--- config.mk ---
export PLATFORM = sky130hd
export DESIGN_NAME = http_request_header_parser_core_flat
export DESIGN_NICKNAME = d
export VERILOG_FILES = /design/src/rtl/core/hrhp_pkg.sv /design/src/rtl/core/hrhp_if.sv /design/src/rtl/core/http_request_header_parser_core.sv /design/src/flat_wrapper.sv
export SDC_FILE = /design/constraint.sdc
export NUM_CORES = 1
export LEC_CHECK = 0
export ABC_AREA = 1
export BUFFER_PORTS_ARGS = -buffer_cell sky130_fd_sc_hd__buf_2
export CORE_UTILIZATION = 45
export CTS_BUF_LIST = sky130_fd_sc_hd__clkbuf_16
export CTS_CLUSTER_DIAMETER = 150
export DETAILED_ROUTE_END_ITERATION = 8
export HOLD_SLACK_MARGIN = 0.1
export PLACE_DENSITY = 0.6
export SLEW_MARGIN = 25
export SYNTH_ARGS = -nofsm -noshare
export SYNTH_HDL_FRONTEND = slang
export SYNTH_SLANG_ARGS = --single-unit
--- constraint.sdc ---
create_clock -name clock -period 4.4 [get_ports clock]
set_clock_uncertainty 0.15 [all_clocks]
set_input_delay 1.1 -clock clock [delete_from_list [all_inputs] [get_ports clock]]
set_output_delay 1.1 -clock clock [all_outputs]
set_load 0.01 [all_outputs]
--- src/rtl/core/hrhp_pkg.sv ---
// hrhp_pkg: shared types, codes and match strings for the request header parser
// no dependencies; used by the interfaces, the core and the checker
package hrhp_pkg;

   // parse phases
   localparam logic [2:0] PH_METHOD = 3'd0;
   localparam logic [2:0] PH_URI    = 3'd1;
   localparam logic [2:0] PH_VER    = 3'd2;
   localparam logic [2:0] PH_VER_LF = 3'd3;
   localparam logic [2:0] PH_NAME   = 3'd4;
   localparam logic [2:0] PH_SKIP   = 3'd5;
   localparam logic [2:0] PH_VALUE  = 3'd6;

   // result kinds
   localparam logic [1:0] KIND_URI      = 2'd0;
   localparam logic [1:0] KIND_COMPLETE = 2'd1;
   localparam logic [1:0] KIND_ERROR    = 2'd2;

   // method codes
   localparam logic [1:0] METHOD_OTHER = 2'd0;
   localparam logic [1:0] METHOD_GET   = 2'd1;
   localparam logic [1:0] METHOD_POST  = 2'd2;

   // register indexes
   localparam logic CSR_URI_LIMIT   = 1'b0;
   localparam logic CSR_TOKEN_LIMIT = 1'b1;

   // number scan steps
   localparam logic [1:0] SCAN_BLANKS = 2'd0;
   localparam logic [1:0] SCAN_DIGITS = 2'd1;
   localparam logic [1:0] SCAN_DONE   = 2'd2;

   // characters
   localparam logic [7:0] CH_CR    = 8'h0d;
   localparam logic [7:0] CH_LF    = 8'h0a;
   localparam logic [7:0] CH_COLON = 8'h3a;
   localparam logic [7:0] CH_SPACE = 8'h20;
   localparam logic [7:0] CH_PLUS  = 8'h2b;
   localparam logic [7:0] CH_MINUS = 8'h2d;

   // match strings, right aligned in 14 characters
   localparam logic [111:0] STR_GET   = 112'("get");
   localparam logic [111:0] STR_POST  = 112'("post");
   localparam logic [111:0] STR_CONN  = 112'("connection");
   localparam logic [111:0] STR_CLEN  = 112'("content-length");
   localparam logic [111:0] STR_KEEP  = 112'("keep-alive");
   localparam logic [111:0] STR_CLOSE = 112'("close");

   localparam logic [31:0] MAG_CAP = 32'h8000_0000;

   typedef logic [1:0] kind_type;

   // true when c equals the string character at position pos
   function automatic logic str_hit(input logic [111:0] str, input logic [3:0] len,
                                    input logic [9:0] pos, input logic [7:0] c);
      logic [6:0] idx;
      idx = 7'd0;
      if ({6'd0, pos} >= {12'd0, len}) begin
         return 1'b0;
      end
      idx = 7'(({3'd0, len} - 7'd1 - pos[6:0]) << 3);
      return str[idx +: 8] == c;
   endfunction

   function automatic logic [7:0] to_lower(input logic [7:0] c);
      return (c >= 8'h41 && c <= 8'h5a) ? c + 8'd32 : c;
   endfunction

endpackage

--- src/rtl/core/hrhp_if.sv ---
// hrhp_req_if / hrhp_rsp_if: valid/ready channels of the request header parser
// depends on hrhp_pkg
interface hrhp_req_if;
   logic       valid;
   logic       ready;
   logic [7:0] in_byte;
   modport source (output valid, output in_byte, input ready);
   modport sink (input valid, input in_byte, output ready);
endinterface

interface hrhp_rsp_if;
   logic                valid;
   logic                ready;
   hrhp_pkg::kind_type  result_kind;
   logic [7:0]          uri_char;
   logic [1:0]          method_code;
   logic                keep_alive;
   logic signed [31:0]  content_length;
   logic [11:0]         uri_length;
   modport source (output valid, output result_kind, output uri_char, output method_code,
                   output keep_alive, output content_length, output uri_length,
                   input ready);
   modport sink (input valid, input result_kind, input uri_char, input method_code,
                 input keep_alive, input content_length, input uri_length,
                 output ready);
endinterface

--- src/rtl/core/http_request_header_parser_core.sv ---
// http_request_header_parser_core: byte-wide HTTP/1.1 request header parser
// depends on hrhp_pkg and hrhp_if (hrhp_req_if, hrhp_rsp_if)
//
//   channel  | direction | beat contents
//   req_ch   | in        | in_byte
//   rsp_ch   | out       | result_kind, uri_char, method_code, keep_alive,
//            |           | content_length, uri_length
//   csr_*    | in        | write enable, register index, 12-bit data
//
// One byte is taken per cycle; a byte that yields a result beat has it in the output register the next cycle.
// The only limit on rate is the single result register: a byte is taken whenever
// that register is empty or is being read in the same cycle.
// Synchronous reset returns to the method phase with limits 255 and 199.
module http_request_header_parser_core (
   input  logic         clock,
   input  logic         reset,
   hrhp_req_if.sink     req_ch,
   hrhp_rsp_if.source   rsp_ch,
   input  logic         csr_we,
   input  logic         csr_index,
   input  logic [11:0]  csr_wdata
);

   // registers
   logic [11:0] uri_limit_ff, uri_limit_in;
   logic [9:0]  token_limit_ff, token_limit_in;
   logic [2:0]  phase_ff, phase_in;
   logic [9:0]  count_ff, count_in;
   logic [3:0]  name_ff, name_in;
   logic [1:0]  value_ff, value_in;
   logic [31:0] acc_ff, acc_in;
   logic        neg_ff, neg_in;
   logic        keep_ff, keep_in;
   logic [1:0]  method_ff, method_in;
   logic        cr_ff, cr_in;
   logic        empty_ff, empty_in;
   logic [11:0] uri_ff, uri_in;
   logic [31:0] clen_ff, clen_in;
   logic [1:0]  step_ff, step_in;
   logic        rsp_valid_ff, rsp_valid_in;
   logic [1:0]  kind_ff, kind_in;
   logic [7:0]  char_ff, char_in;
   logic [1:0]  rmethod_ff, rmethod_in;
   logic        rkeep_ff, rkeep_in;
   logic [31:0] rclen_ff, rclen_in;
   logic [11:0] ruri_ff, ruri_in;

   logic        fire;
   logic [7:0]  c;
   logic [7:0]  lc;
   logic        emit_s;
   logic        fail_s;
   logic        done_s;
   logic        begin_s;
   logic        skip_s;
   logic        digit;
   logic [35:0] mag;
   logic [3:0]  nm;
   logic [9:0]  cc;

   assign req_ch.ready = !rsp_valid_ff || rsp_ch.ready;
   assign fire         = req_ch.valid && req_ch.ready;
   assign c            = req_ch.in_byte;
   assign lc           = hrhp_pkg::to_lower(c);
   assign digit        = c >= 8'h30 && c <= 8'h39;

   // configuration writes
   always_comb begin
      uri_limit_in   = uri_limit_ff;
      token_limit_in = token_limit_ff;
      if (csr_we) begin
         unique case (csr_index)
            hrhp_pkg::CSR_URI_LIMIT:   uri_limit_in = csr_wdata;
            hrhp_pkg::CSR_TOKEN_LIMIT: token_limit_in = csr_wdata[9:0];
            default: ;
         endcase
      end
   end

   // per-byte parse step
   always_comb begin
      phase_in  = phase_ff;
      count_in  = count_ff;
      name_in   = name_ff;
      value_in  = value_ff;
      acc_in    = acc_ff;
      neg_in    = neg_ff;
      keep_in   = keep_ff;
      method_in = method_ff;
      cr_in     = cr_ff;
      empty_in  = empty_ff;
      uri_in    = uri_ff;
      clen_in   = clen_ff;
      step_in   = step_ff;
      emit_s    = 1'b0;
      fail_s    = 1'b0;
      done_s    = 1'b0;
      begin_s   = 1'b0;
      skip_s    = 1'b0;
      kind_in   = kind_ff;
      char_in   = char_ff;
      mag       = {4'd0, acc_ff};
      nm        = name_ff;
      cc        = count_ff;
      if (fire) begin
         unique case (phase_ff)
            hrhp_pkg::PH_METHOD: begin
               if (c == hrhp_pkg::CH_SPACE) begin
                  if (name_ff[0] && count_ff == 10'd3) method_in = hrhp_pkg::METHOD_GET;
                  else if (name_ff[1] && count_ff == 10'd4) method_in = hrhp_pkg::METHOD_POST;
                  else method_in = hrhp_pkg::METHOD_OTHER;
                  phase_in = hrhp_pkg::PH_URI;
                  count_in = '0;
               end else if (count_ff >= token_limit_ff) begin
                  fail_s = 1'b1;
               end else begin
                  name_in[0] = name_ff[0] &&
                               hrhp_pkg::str_hit(hrhp_pkg::STR_GET, 4'd3, count_ff, lc);
                  name_in[1] = name_ff[1] &&
                               hrhp_pkg::str_hit(hrhp_pkg::STR_POST, 4'd4, count_ff, lc);
                  count_in = count_ff + 10'd1;
               end
            end
            hrhp_pkg::PH_URI: begin
               if (c == hrhp_pkg::CH_SPACE) begin
                  phase_in = hrhp_pkg::PH_VER;
                  count_in = '0;
               end else if (uri_ff >= uri_limit_ff) begin
                  fail_s = 1'b1;
               end else begin
                  uri_in  = uri_ff + 12'd1;
                  emit_s  = 1'b1;
                  kind_in = hrhp_pkg::KIND_URI;
                  char_in = c;
               end
            end
            hrhp_pkg::PH_VER, hrhp_pkg::PH_VER_LF: begin
               if (phase_ff == hrhp_pkg::PH_VER && c == hrhp_pkg::CH_CR) begin
                  phase_in = hrhp_pkg::PH_VER_LF;
                  count_in = '0;
               end else if (phase_ff == hrhp_pkg::PH_VER_LF && c == hrhp_pkg::CH_LF) begin
                  begin_s = 1'b1;
               end else if (count_ff >= token_limit_ff) begin
                  fail_s = 1'b1;
               end else begin
                  count_in = count_ff + 10'd1;
               end
            end
            default: begin
               if (cr_ff) begin
                  cr_in = 1'b0;
                  // line ending
                  if (c == hrhp_pkg::CH_LF) begin
                     if (phase_ff == hrhp_pkg::PH_NAME) begin
                        if (name_ff[0] && count_ff == 10'd10) nm[2] = 1'b1;
                        if (name_ff[1] && count_ff == 10'd14) nm[3] = 1'b1;
                        cc = '0;
                     end
                     if (nm[2]) begin
                        if (value_ff[0] && cc == 10'd10) keep_in = 1'b1;
                        else if (value_ff[1] && cc == 10'd5) keep_in = 1'b0;
                     end else if (nm[3]) begin
                        if (neg_ff) clen_in = 32'd0 - acc_ff;
                        else clen_in = (acc_ff >= hrhp_pkg::MAG_CAP) ? 32'h7fff_ffff : acc_ff;
                     end
                     if (empty_ff) done_s = 1'b1;
                     else begin_s = 1'b1;
                  end
               end else if (c == hrhp_pkg::CH_CR) begin
                  cr_in = 1'b1;
                  if (phase_ff == hrhp_pkg::PH_SKIP) phase_in = hrhp_pkg::PH_VALUE;
               end else if (phase_ff == hrhp_pkg::PH_NAME) begin
                  if (c == hrhp_pkg::CH_COLON) begin
                     if (name_ff[0] && count_ff == 10'd10) name_in[2] = 1'b1;
                     if (name_ff[1] && count_ff == 10'd14) name_in[3] = 1'b1;
                     count_in = '0;
                     phase_in = hrhp_pkg::PH_SKIP;
                  end else if (count_ff >= token_limit_ff) begin
                     fail_s = 1'b1;
                  end else begin
                     empty_in   = 1'b0;
                     name_in[0] = name_ff[0] &&
                                  hrhp_pkg::str_hit(hrhp_pkg::STR_CONN, 4'd10, count_ff, lc);
                     name_in[1] = name_ff[1] &&
                                  hrhp_pkg::str_hit(hrhp_pkg::STR_CLEN, 4'd14, count_ff, lc);
                     count_in = count_ff + 10'd1;
                  end
               end else if (!(phase_ff == hrhp_pkg::PH_SKIP && c == hrhp_pkg::CH_SPACE)) begin
                  phase_in = hrhp_pkg::PH_VALUE;
                  if (count_ff >= token_limit_ff) begin
                     fail_s = 1'b1;
                  end else begin
                     value_in[0] = value_ff[0] &&
                                   hrhp_pkg::str_hit(hrhp_pkg::STR_KEEP, 4'd10, count_ff, c);
                     value_in[1] = value_ff[1] &&
                                   hrhp_pkg::str_hit(hrhp_pkg::STR_CLOSE, 4'd5, count_ff, c);
                     count_in = count_ff + 10'd1;
                     // number scan: blanks, sign, digits
                     if (step_ff == hrhp_pkg::SCAN_BLANKS) begin
                        if (c == hrhp_pkg::CH_SPACE || (c >= 8'd9 && c <= 8'd13)) begin
                           skip_s = 1'b1;
                        end else if (c == hrhp_pkg::CH_PLUS || c == hrhp_pkg::CH_MINUS) begin
                           neg_in  = c == hrhp_pkg::CH_MINUS;
                           step_in = hrhp_pkg::SCAN_DIGITS;
                           skip_s  = 1'b1;
                        end else begin
                           step_in = digit ? hrhp_pkg::SCAN_DIGITS : hrhp_pkg::SCAN_DONE;
                        end
                     end
                     if (!skip_s && step_in == hrhp_pkg::SCAN_DIGITS) begin
                        if (digit) begin
                           mag = {1'b0, acc_ff, 3'd0} + {3'd0, acc_ff, 1'b0} +
                                 {32'd0, c[3:0]};
                           acc_in = (mag > {4'd0, hrhp_pkg::MAG_CAP}) ?
                                    hrhp_pkg::MAG_CAP : mag[31:0];
                        end else begin
                           step_in = hrhp_pkg::SCAN_DONE;
                        end
                     end
                  end
               end
            end
         endcase
         // error and completion beats
         if (fail_s) begin
            emit_s  = 1'b1;
            kind_in = hrhp_pkg::KIND_ERROR;
            char_in = '0;
         end else if (done_s) begin
            emit_s  = 1'b1;
            kind_in = hrhp_pkg::KIND_COMPLETE;
            char_in = '0;
         end
      end
      // snapshot for the result beat
      rmethod_in = emit_s ? method_in : rmethod_ff;
      rkeep_in   = emit_s ? keep_in : rkeep_ff;
      rclen_in   = emit_s ? clen_in : rclen_ff;
      ruri_in    = emit_s ? uri_in : ruri_ff;
      // start of a header line, or of a new request
      if (begin_s || fail_s || done_s) begin
         phase_in = hrhp_pkg::PH_NAME;
         count_in = '0;
         name_in  = 4'b0011;
         value_in = 2'b11;
         acc_in   = '0;
         neg_in   = 1'b0;
         step_in  = hrhp_pkg::SCAN_BLANKS;
         cr_in    = 1'b0;
         empty_in = 1'b1;
      end
      if (fail_s || done_s) begin
         phase_in  = hrhp_pkg::PH_METHOD;
         keep_in   = 1'b0;
         method_in = hrhp_pkg::METHOD_OTHER;
         uri_in    = '0;
         clen_in   = '0;
      end
   end

   // result register valid
   always_comb begin
      if (emit_s) rsp_valid_in = 1'b1;
      else if (rsp_ch.ready) rsp_valid_in = 1'b0;
      else rsp_valid_in = rsp_valid_ff;
   end

   // control and state registers
   always_ff @(posedge clock) begin
      if (reset) begin
         uri_limit_ff   <= 12'd255;
         token_limit_ff <= 10'd199;
         phase_ff       <= hrhp_pkg::PH_METHOD;
         count_ff       <= '0;
         name_ff        <= 4'b0011;
         value_ff       <= 2'b11;
         acc_ff         <= '0;
         neg_ff         <= 1'b0;
         keep_ff        <= 1'b0;
         method_ff      <= hrhp_pkg::METHOD_OTHER;
         cr_ff          <= 1'b0;
         empty_ff       <= 1'b1;
         uri_ff         <= '0;
         clen_ff        <= '0;
         step_ff        <= hrhp_pkg::SCAN_BLANKS;
         rsp_valid_ff   <= 1'b0;
      end else begin
         uri_limit_ff   <= uri_limit_in;
         token_limit_ff <= token_limit_in;
         phase_ff       <= phase_in;
         count_ff       <= count_in;
         name_ff        <= name_in;
         value_ff       <= value_in;
         acc_ff         <= acc_in;
         neg_ff         <= neg_in;
         keep_ff        <= keep_in;
         method_ff      <= method_in;
         cr_ff          <= cr_in;
         empty_ff       <= empty_in;
         uri_ff         <= uri_in;
         clen_ff        <= clen_in;
         step_ff        <= step_in;
         rsp_valid_ff   <= rsp_valid_in;
      end
   end

   // result payload
   always_ff @(posedge clock) begin
      kind_ff    <= kind_in;
      char_ff    <= char_in;
      rmethod_ff <= rmethod_in;
      rkeep_ff   <= rkeep_in;
      rclen_ff   <= rclen_in;
      ruri_ff    <= ruri_in;
   end

   assign rsp_ch.valid          = rsp_valid_ff;
   assign rsp_ch.result_kind    = kind_ff;
   assign rsp_ch.uri_char       = char_ff;
   assign rsp_ch.method_code    = rmethod_ff;
   assign rsp_ch.keep_alive     = rkeep_ff;
   assign rsp_ch.content_length = rclen_ff;
   assign rsp_ch.uri_length     = ruri_ff;

endmodule

--- src/flat_wrapper.sv ---
// flat-port wrapper written by rule: the top's interface ports become plain ports
module http_request_header_parser_core_flat 
  (clock, reset, csr_we, csr_index, csr_wdata, req_ch_valid, req_ch_in_byte, req_ch_ready, rsp_ch_valid, rsp_ch_result_kind, rsp_ch_uri_char, rsp_ch_method_code, rsp_ch_keep_alive, rsp_ch_content_length, rsp_ch_uri_length, rsp_ch_ready);
  hrhp_req_if req_ch_i ();
  hrhp_rsp_if rsp_ch_i ();
  input  logic clock;
  input  logic reset;
  input  logic csr_we;
  input  logic csr_index;
  input  logic [11:0] csr_wdata;
  input wire logic [$bits(req_ch_i.valid)-1:0] req_ch_valid;
  input wire logic [$bits(req_ch_i.in_byte)-1:0] req_ch_in_byte;
  output wire logic [$bits(req_ch_i.ready)-1:0] req_ch_ready;
  output wire logic [$bits(rsp_ch_i.valid)-1:0] rsp_ch_valid;
  output wire logic [$bits(rsp_ch_i.result_kind)-1:0] rsp_ch_result_kind;
  output wire logic [$bits(rsp_ch_i.uri_char)-1:0] rsp_ch_uri_char;
  output wire logic [$bits(rsp_ch_i.method_code)-1:0] rsp_ch_method_code;
  output wire logic [$bits(rsp_ch_i.keep_alive)-1:0] rsp_ch_keep_alive;
  output wire logic [$bits(rsp_ch_i.content_length)-1:0] rsp_ch_content_length;
  output wire logic [$bits(rsp_ch_i.uri_length)-1:0] rsp_ch_uri_length;
  input wire logic [$bits(rsp_ch_i.ready)-1:0] rsp_ch_ready;
  assign req_ch_i.valid = req_ch_valid;
  assign req_ch_i.in_byte = req_ch_in_byte;
  assign req_ch_ready = req_ch_i.ready;
  assign rsp_ch_valid = rsp_ch_i.valid;
  assign rsp_ch_result_kind = rsp_ch_i.result_kind;
  assign rsp_ch_uri_char = rsp_ch_i.uri_char;
  assign rsp_ch_method_code = rsp_ch_i.method_code;
  assign rsp_ch_keep_alive = rsp_ch_i.keep_alive;
  assign rsp_ch_content_length = rsp_ch_i.content_length;
  assign rsp_ch_uri_length = rsp_ch_i.uri_length;
  assign rsp_ch_i.ready = rsp_ch_ready;
  http_request_header_parser_core u_core (.clock(clock), .reset(reset), .req_ch(req_ch_i), .rsp_ch(rsp_ch_i), .csr_we(csr_we), .csr_index(csr_index), .csr_wdata(csr_wdata));
endmodule
==> results.md, run 1 <==
- Status: complete, no violations
- CP startpoint: req_ch_in_byte[2]
- Pwr Density: around 250 nW/µm²
- Async SR Flop Fraction: 0
- Maximum clock rate: about 270 MHz
- Vias in the first global route: 11300
- Clock sinks: ~180
- Post-DP HPWL: 28.9 mm
- # setup viols final: 0
- TritonCTS clock tree: done
- Starting density of the core: 0.460
- Remaining antenna violation count after routing: 0
- Worst R2R Start: u_core.acc_ff[9]
- Die Width: 174 µm
- CTS max path bufs: 2
- Core ar.: a little under 30000 µm²
- Crit end category: flip-flop
- Fraction of layout cells with a size suffix above 1: 0.0939
- Clk network pwr share: 0.409
- Average wire per standard cell: about 15 µm
- CTS Root Cell: clkbuf_16
- RSZ-0062 raised after global routing: false
- Hold crit path type: reg -> reg
- R2R cell count: 20
- Initial drt markers: a little under 900
- Clock transition at path regs: 70 ps
- Final wirelength: approximately 37 mm
- Sw Share: 0.274
- NetSw: around 990 µW
- Vias: around 13000
- Worst-skew pair later-pin latency: roughly 440 ps
- Sequential share of the synthesized area: 0.319
- Number of distinct library cells after synthesis: 55
- DRC violations left: 0
- Setup TNS Final: 0 ps
- RD Place Congestion: about 0.9
- PostCTS Resize Cnt: 0
- Register area: about 4200 µm²
- VDD IR max: around 0.21 mV
- Max Slew Vio Count: 0
- Syn avg cell area: 6.70 µm²
- GRT Residual Overflow: 0
- Seq pwr share: 0.488
- Filler Cell Count: ~3000
- Nets: ~2200
- CP arrival: roughly 4000 ps
- DIE HEIGHT: between 150 and 200 µm
- Relative slew slack: 0.468
- Die area: 30200 µm²
- P&R area growth vs syn: 10.6%
- Final Power: between 3 and 4 mW
- Final hold vios: 0
- Yosys reg bits: 183
- Setup crit end: u_core.acc_ff[5]
- H-tree Lvls: 4
- Post-CTS Repair Setup Buffers: 0
- Maxcap violations: 0
- Diodes inserted: 0
- Logic gate share of total power: 0.102
- Yosys warns: 0
- Crit share post-route: 0.849
- Prevailing post-synth register cell: dfxtp_1
- Critical path startpoint category: primary input
- IO buf count: 84
- First-pass GRT wire length: between 50 and 60 mm
- Largest net degree at the start of global routing: 45
- Multi-input logic area: approximately 7700 µm²
- Fin util: 0.509
- Vias per cell: between 5 and 6
- R2R Path End: u_core.acc_ff[5]
- Req. time, crit path: roughly 4600 ps
- Hold Buf Count CTS: 0
- Slack of the worst reg-to-reg path: between 900 and 1000 ps
- Crit Path Class: in -> reg
- Number of flops mapped to enable cells by yosys: 57
- Post-Syn Area: 13300 µm²
- Worst-margin pin slew: 790 ps
- Crit path max fanout: 26
- P_int: 2.61 mW
- # IOs: 85
- Mapped Nets: roughly 2100
- CTS buffer count: 17
- Row cnt: between 60 and 70
- Gr usage total: 0.244
- Initial antenna violation count: 1
- Period minus WS final: around 3700 ps
- Leak: between 7 and 8 nW
- Mapped Cells: a little under 2000
- Drt pass-1 iters: 7
power by group through the flow:
stage / Clock [mW] / Combinational (mW) / Sequential (mW)
2_1_floorplan: 0 / 0.266 / 1.80
3_3_place_gp: 0 / 0.361 / 1.80
3_5_place_dp: 0 / 0.364 / 1.80
4_1_cts: 1.50 / 0.366 / 1.76
5_1_grt: 1.57 / 0.416 / 1.76
6_report: 1.47 / 0.369 / 1.76
Yosys cell counts, types with 4 or more instances:
master / n / share of area
or2_2: 19 / 0.0090
o21ai_0: 96 / 0.036
a31oi_1: 8 / 0.0038
nor4_1: 9 / 0.0042
clkbuf_1: 16 / 0.0045
o31ai_1: 5 / 0.0028
nand3_1: 90 / 0.034
o211ai_1: 24 / 0.014
xor2_1: 26 / 0.017
and2_1: 5 / 0.0024
a21oi_1: 105 / 0.040
nand4_1: 33 / 0.016
o21ai_1: 9 / 0.0034
dfxtp_1: 126 / 0.19
o21bai_1: 8 / 0.0045
nor3_1: 37 / 0.014
xnor2_1: 4 / 0.0026
nand2_1: 560 / 0.16
ha_1: 111 / 0.10
inv_1: 291 / 0.082
o22ai_1: 9 / 0.0042
buf_6: 7 / 0.0059
nor2_1: 241 / 0.068
buf_2: 15 / 0.0057
inv_2: 6 / 0.0017
nor2_4: 5 / 0.0042
edfxtp_1: 57 / 0.13
nor2_2: 4 / 0.0019
nand2_2: 5 / 0.0024
nand3b_1: 11 / 0.0062
per-stage QoR:
step | std cells | instance area [µm²] | setup WS [ps] | hold slack [ps]
6_report | 2461 | 14700 | 666 | 305
5_1_grt | 2461 | 14700 | 360 | 322
4_1_cts | 2461 | 14700 | 699 | 304
3_5_place_dp | 2429 | 14100 | 247 | 288
3_3_place_gp | 2429 | 14100 | 286 | 280
2_1_floorplan | 1981 | 13300 | 504 | 269
layout make-up:
type | instances | area share
clock buffer | 17 | 0.0290
sequential | 183 | 0.288
clock inverter | 15 | 0.00920
multi-input combinational | 1455 | 0.523
tap | 384 | 0.0327
inverter | 301 | 0.0771
timing repair buffer | 106 | 0.0407
sequential cells by signal (all words and copies together), names as in the netlist, 2 cells and up:
name,cells
u_core.acc_ff,32
u_core.clen_ff,32
u_core.count_ff,10
u_core.method_ff,2
u_core.name_ff,4
u_core.phase_ff,3
u_core.rsp_ch.content_length,32
u_core.rsp_ch.method_code,2
u_core.rsp_ch.result_kind,2
u_core.rsp_ch.uri_char,8
u_core.rsp_ch.uri_length,12
u_core.step_ff,2
u_core.token_limit_ff,10
u_core.uri_ff,12
u_core.uri_limit_ff,12
u_core.value_ff,2
routing by layer:
layer,GRT usage,up-vias,wire length (µm)
met3,0.0263,34,1800
met5,0,-,13
met4,0.0647,2,515
met2,0.354,313,14900
met1,0.377,5702,19200
li1,-,6575,-
kinds of logic (layout without fill, tap and decap cells):
logic type | after synthesis | in the layout | share of synthesized area
flops | 183 | 183 | 0.319
xor+xnor | 30 | 30 | 0.0198
compound gates | 279 | 279 | 0.118
buf+inv | 343 | 439 | 0.103
mux | 1 | 1 | 0.000848
simple gates | 1032 | 1032 | 0.332
fa+ha+maj | 113 | 113 | 0.108
worst min path at each step:
stage,from,end,slack [ps],cells past startpoint
6_report,u_core.value_ff[1],u_core.value_ff[1],310,2
5_1_grt,u_core.value_ff[1],u_core.value_ff[1],320,2
3_5_place_dp,u_core.value_ff[1],u_core.value_ff[1],290,2
2_1_floorplan,u_core.value_ff[1],u_core.value_ff[1],270,2
4_1_cts,u_core.value_ff[1],u_core.value_ff[1],300,2
3_3_place_gp,u_core.value_ff[1],u_core.value_ff[1],280,2
critical path, stage by stage:
cell     delay (ps)
buf_2           180
ha_1            320
ha_1            230
inv_1            80
fa_1            380
inv_1           110
nand2_1          70
nand2_1          80
nand3_1          80
nand2_1          90
nand2_1          80
nand2_1         130
nand2_1          80
nand2_1          70
nand2_1          40
nand2_1          90
nand3_1          80
nor2_1          110
nand2_1          60
nand2_1         110
buf_12          180
nand2_1          60
a21oi_1         130
cells in the final DEF (no fill, tap or decap), drive strengths merged, types with 25 or more instances in the layout:
cell type	instances
nand3	93
xor2	26
ha	111
nand4	34
nor2	250
nor3	40
inv	306
a21oi	105
dfxtp	126
buf	106
o21ai	105
o211ai	25
edfxtp	57
nand2	567
(Power assumes the default switching activity.)
==> run 2: changes to the inputs <==
--- a/config.mk
+++ b/config.mk
@@ -12,7 +12,7 @@
 export CTS_CLUSTER_DIAMETER = 150
 export DETAILED_ROUTE_END_ITERATION = 8
 export HOLD_SLACK_MARGIN = 0.1
-export PLACE_DENSITY = 0.6
+export PLACE_DENSITY = 0.62
 export SLEW_MARGIN = 25
 export SYNTH_ARGS = -nofsm -noshare
 export SYNTH_HDL_FRONTEND = slang
==> constraint.sdc (replaced) <==
create_clock -name clock -period 3.07 [get_ports clock]
set_clock_uncertainty 0.15 [all_clocks]
set_input_delay 0.7675 -clock clock [delete_from_list [all_inputs] [get_ports clock]]
set_output_delay 0.7675 -clock clock [all_outputs]
set_load 0.01 [all_outputs]
==> run 2 against run 1 <==
- the flow now finishes with violations (setup timing)
- design area increased by 9.9%
- sequential power increased by 43%
- critical path depth decreased by 6
- count of clock-buffer cells in the layout unchanged
- setup slack got worse by 820 ps
- final cell count increased by 5.8%
- power increased by 46%
- first-iteration DRC count increased by 5.5%
- via count increased by 5.6%
- clock power increased by 46%
- combinational power increased by 58%
- critical endpoint is now u_core.acc_ff[24]
==> results.md, run 2 (synthesis gave the netlist of run 1 again) <==
- Crit-path slowest cell: dfxtp_1
- DIE HEIGHT: 174 µm (unchanged)
- Worst-margin pin slew: 445 ps (-346 ps)
- Top cell by count, worst path: nor2_1
- Initial drt markers: 932 (+5.5%)
- Crit Path Class: reg -> reg
- Multi-input logic area: 7890 µm² (+2.8%)
- Final hold vios: 0 (unchanged)
- Register area: 4240 µm² (+0.15%)
- CTS max path bufs: 2 (unchanged)
- Crit share post-route: 1.05
- Gr usage total: 0.250 (+0.00665)
- IO buf count: 84 (unchanged)
- Diodes inserted: 0 (unchanged)
- Worst-skew pair later-pin latency: 440 ps (about the same)
- Largest net degree at the start of global routing: 33 (-27%)
- Clock sinks: 183 (unchanged)
- Core ar.: 28900 µm² (unchanged)
- Commonest non-fill, non-tap cell in the layout: nand2_1
- # IOs: 85 (unchanged)
- CTS Root Cell: clkbuf_16
- R2R Path End: u_core.acc_ff[24]
- Hold-critical path endpoint: u_core.value_ff[1]
- RD Place Congestion: 0.950 (+4.0%)
- Remaining antenna violation count after routing: 0 (unchanged)
- Row cnt: 62 (unchanged)
- Req. time, crit path: 3290 ps (-1330 ps)
- P&R area growth vs syn: 21.6%
- CP delay by family, top: simple AND/OR/NAND/NOR gates
- Critical path startpoint category: flip-flop
- Hold crit path type: reg -> reg
- CP arrival: 3440 ps (-510 ps)
- Fraction of layout cells with a size suffix above 1: 0.176 (+0.0818)
- Worst hold start: u_core.value_ff[1]
- Worst R2R Start: u_core.acc_ff[18]
- Most frequent cells in the layout: 537 x nand2_1, 290 x inv_1, 237 x nor2_1
- CTS buffer count: 17 (unchanged)
- Crit end category: flip-flop
- Worst hold stages: 2 (unchanged)
- R2R cell count: 17 (-15%)
- Clock transition at path regs: 70 ps (about the same)
- Vias: 13300 (+5.6%)
- DRC violations left: 0 (unchanged)
- Period minus WS final: between 3000 and 4000 ps
- CP Buf/Inv Count: 3 (-1)
- Final wirelength: 37.9 mm (+3.8%)
- RSZ-0062 raised after global routing: true
- Die area: 30200 µm² (unchanged)
- # setup viols final: 31 (+31)
- CP cell instances: ha_1 > ha_1 > nand2_1 > inv_1 > nand2_1 > nand3_1 > a21oi_1 > buf_4 > nor2_1 > nor2_1 > nand3_1 > nor2_1 > nand3_2 > buf_12 > nor2_1 > nand2_4 > a21oi_2
- Status: finished, violations left
- Starting density of the core: 0.460 (unchanged)
- Failing checks: setup timing
- Drt pass-1 iters: 6 (-1)
- Slack of the worst reg-to-reg path: -150 ps (-1090 ps)
- Post-DP HPWL: 30.3 mm (+4.9%)
- Maxcap violations: 0 (unchanged)
- GRT Residual Overflow: 0 (unchanged)
- Vias per cell: 5.12 (-0.20%)
- Average wire per standard cell: 14.6 µm (-1.9%)
- First-pass GRT wire length: 61.1 mm (+3.7%)
- Initial antenna violation count: 0 (-1)
- H-tree Lvls: 4 (unchanged)
- Max Slew Vio Count: 0 (unchanged)
- Vias in the first global route: 12100 (+6.7%)
- Critical path depth in cells: 17 (-26%)
- Leak: 8.07 nW (+9.4%)
- Hold Buf Count CTS: 0 (unchanged)
- Nets: 2346 (+6.5%)
- Maximum clock rate: between 300 and 400 MHz
- Filler Cell Count: 2842 (-4.4%)
- VDD IR max: 0.373 mV (+75%)
- Relative slew slack: 0.700 (+0.232)
- Crit path max fanout: 32 (+23%)
- Worst path max stage delay: 480 ps (+100 ps)
- TritonCTS clock tree: done
- Final setup margin: -155 ps (-821 ps)
- Die Width: 174 µm (unchanged)
- Pwr Density: 325 nW/µm² (+33%)
- Hold slack: 299 ps (-6.30 ps)
- Pre-CTS setup slack: -571 ps (-818 ps)
## run 2: worst reg2reg max path: cells and delay by family, from the launching register on
family	cells	cell delay, ps
buf+inv	3	370
compound gates	2	310
simple gates	10	1190
fa+ha+maj	2	660
flops	1	480
## run 2: worst max-delay path by stage
stage | to | from | slack, ps
2_1_floorplan | u_core.acc_ff[3] | req_ch_in_byte[3] | -150
3_3_place_gp | u_core.acc_ff[30] | req_ch_in_byte[3] | -540
3_5_place_dp | u_core.acc_ff[26] | req_ch_in_byte[3] | -570
4_1_cts | u_core.acc_ff[13] | req_ch_in_byte[3] | -70
5_1_grt | u_core.acc_ff[25] | u_core.acc_ff[18] | -380
6_report | u_core.acc_ff[24] | u_core.acc_ff[18] | -150
## run 2: repair_timing
item	CTS	global route
cloned	0	2
gates resized for setup	4	58
setup endpoints to repair	32	34
pin swaps	0	12
buffers inserted	0	1
## run 2: stage by stage
step	area [µm²]	instances	TNS, ps	util	total power, mW
finish	16100	2604	-3250	0.559	5.25
global route	16100	2604	-11000	0.559	5.45
CTS	15900	2601	-1610	0.550	5.28
detailed placement	15300	2569	-17620	0.530	3.15
global placement	15300	2569	-16830	0.530	3.14
floorplan	13300	1981	-4690	-	2.96
## run 2: final cells by class
class	count	area share
flip-flops and latches	183	0.263
multi-input cells	1455	0.489
clock inverters	15	0.00892
clock buffers	17	0.0264
inverters	301	0.0702
repair buffers	249	0.113
well taps	384	0.0298
## run 2: where the power goes
| part | total [mW] | switching (mW) | leakage [nW] | internal, mW |
|---|---|---|---|---|
| Sequential | 2.52 | 0.0145 | 1.50 | 2.51 |
| Combinational | 0.582 | 0.375 | 6.30 | 0.207 |
| Clock | 2.15 | 1.01 | 0.269 | 1.14 |
## run 2: layer usage
| metal | GRT usage | part of all wire | up-vias |
|---|---|---|---|
| met1 | 0.382 | 0.52 | 6091 |
| met5 | 0 | 0 | - |
| li1 | - | - | 6845 |
| met3 | 0.0360 | 0.053 | 34 |
| met2 | 0.365 | 0.42 | 363 |
| met4 | 0.0603 | 0.014 | 0 |
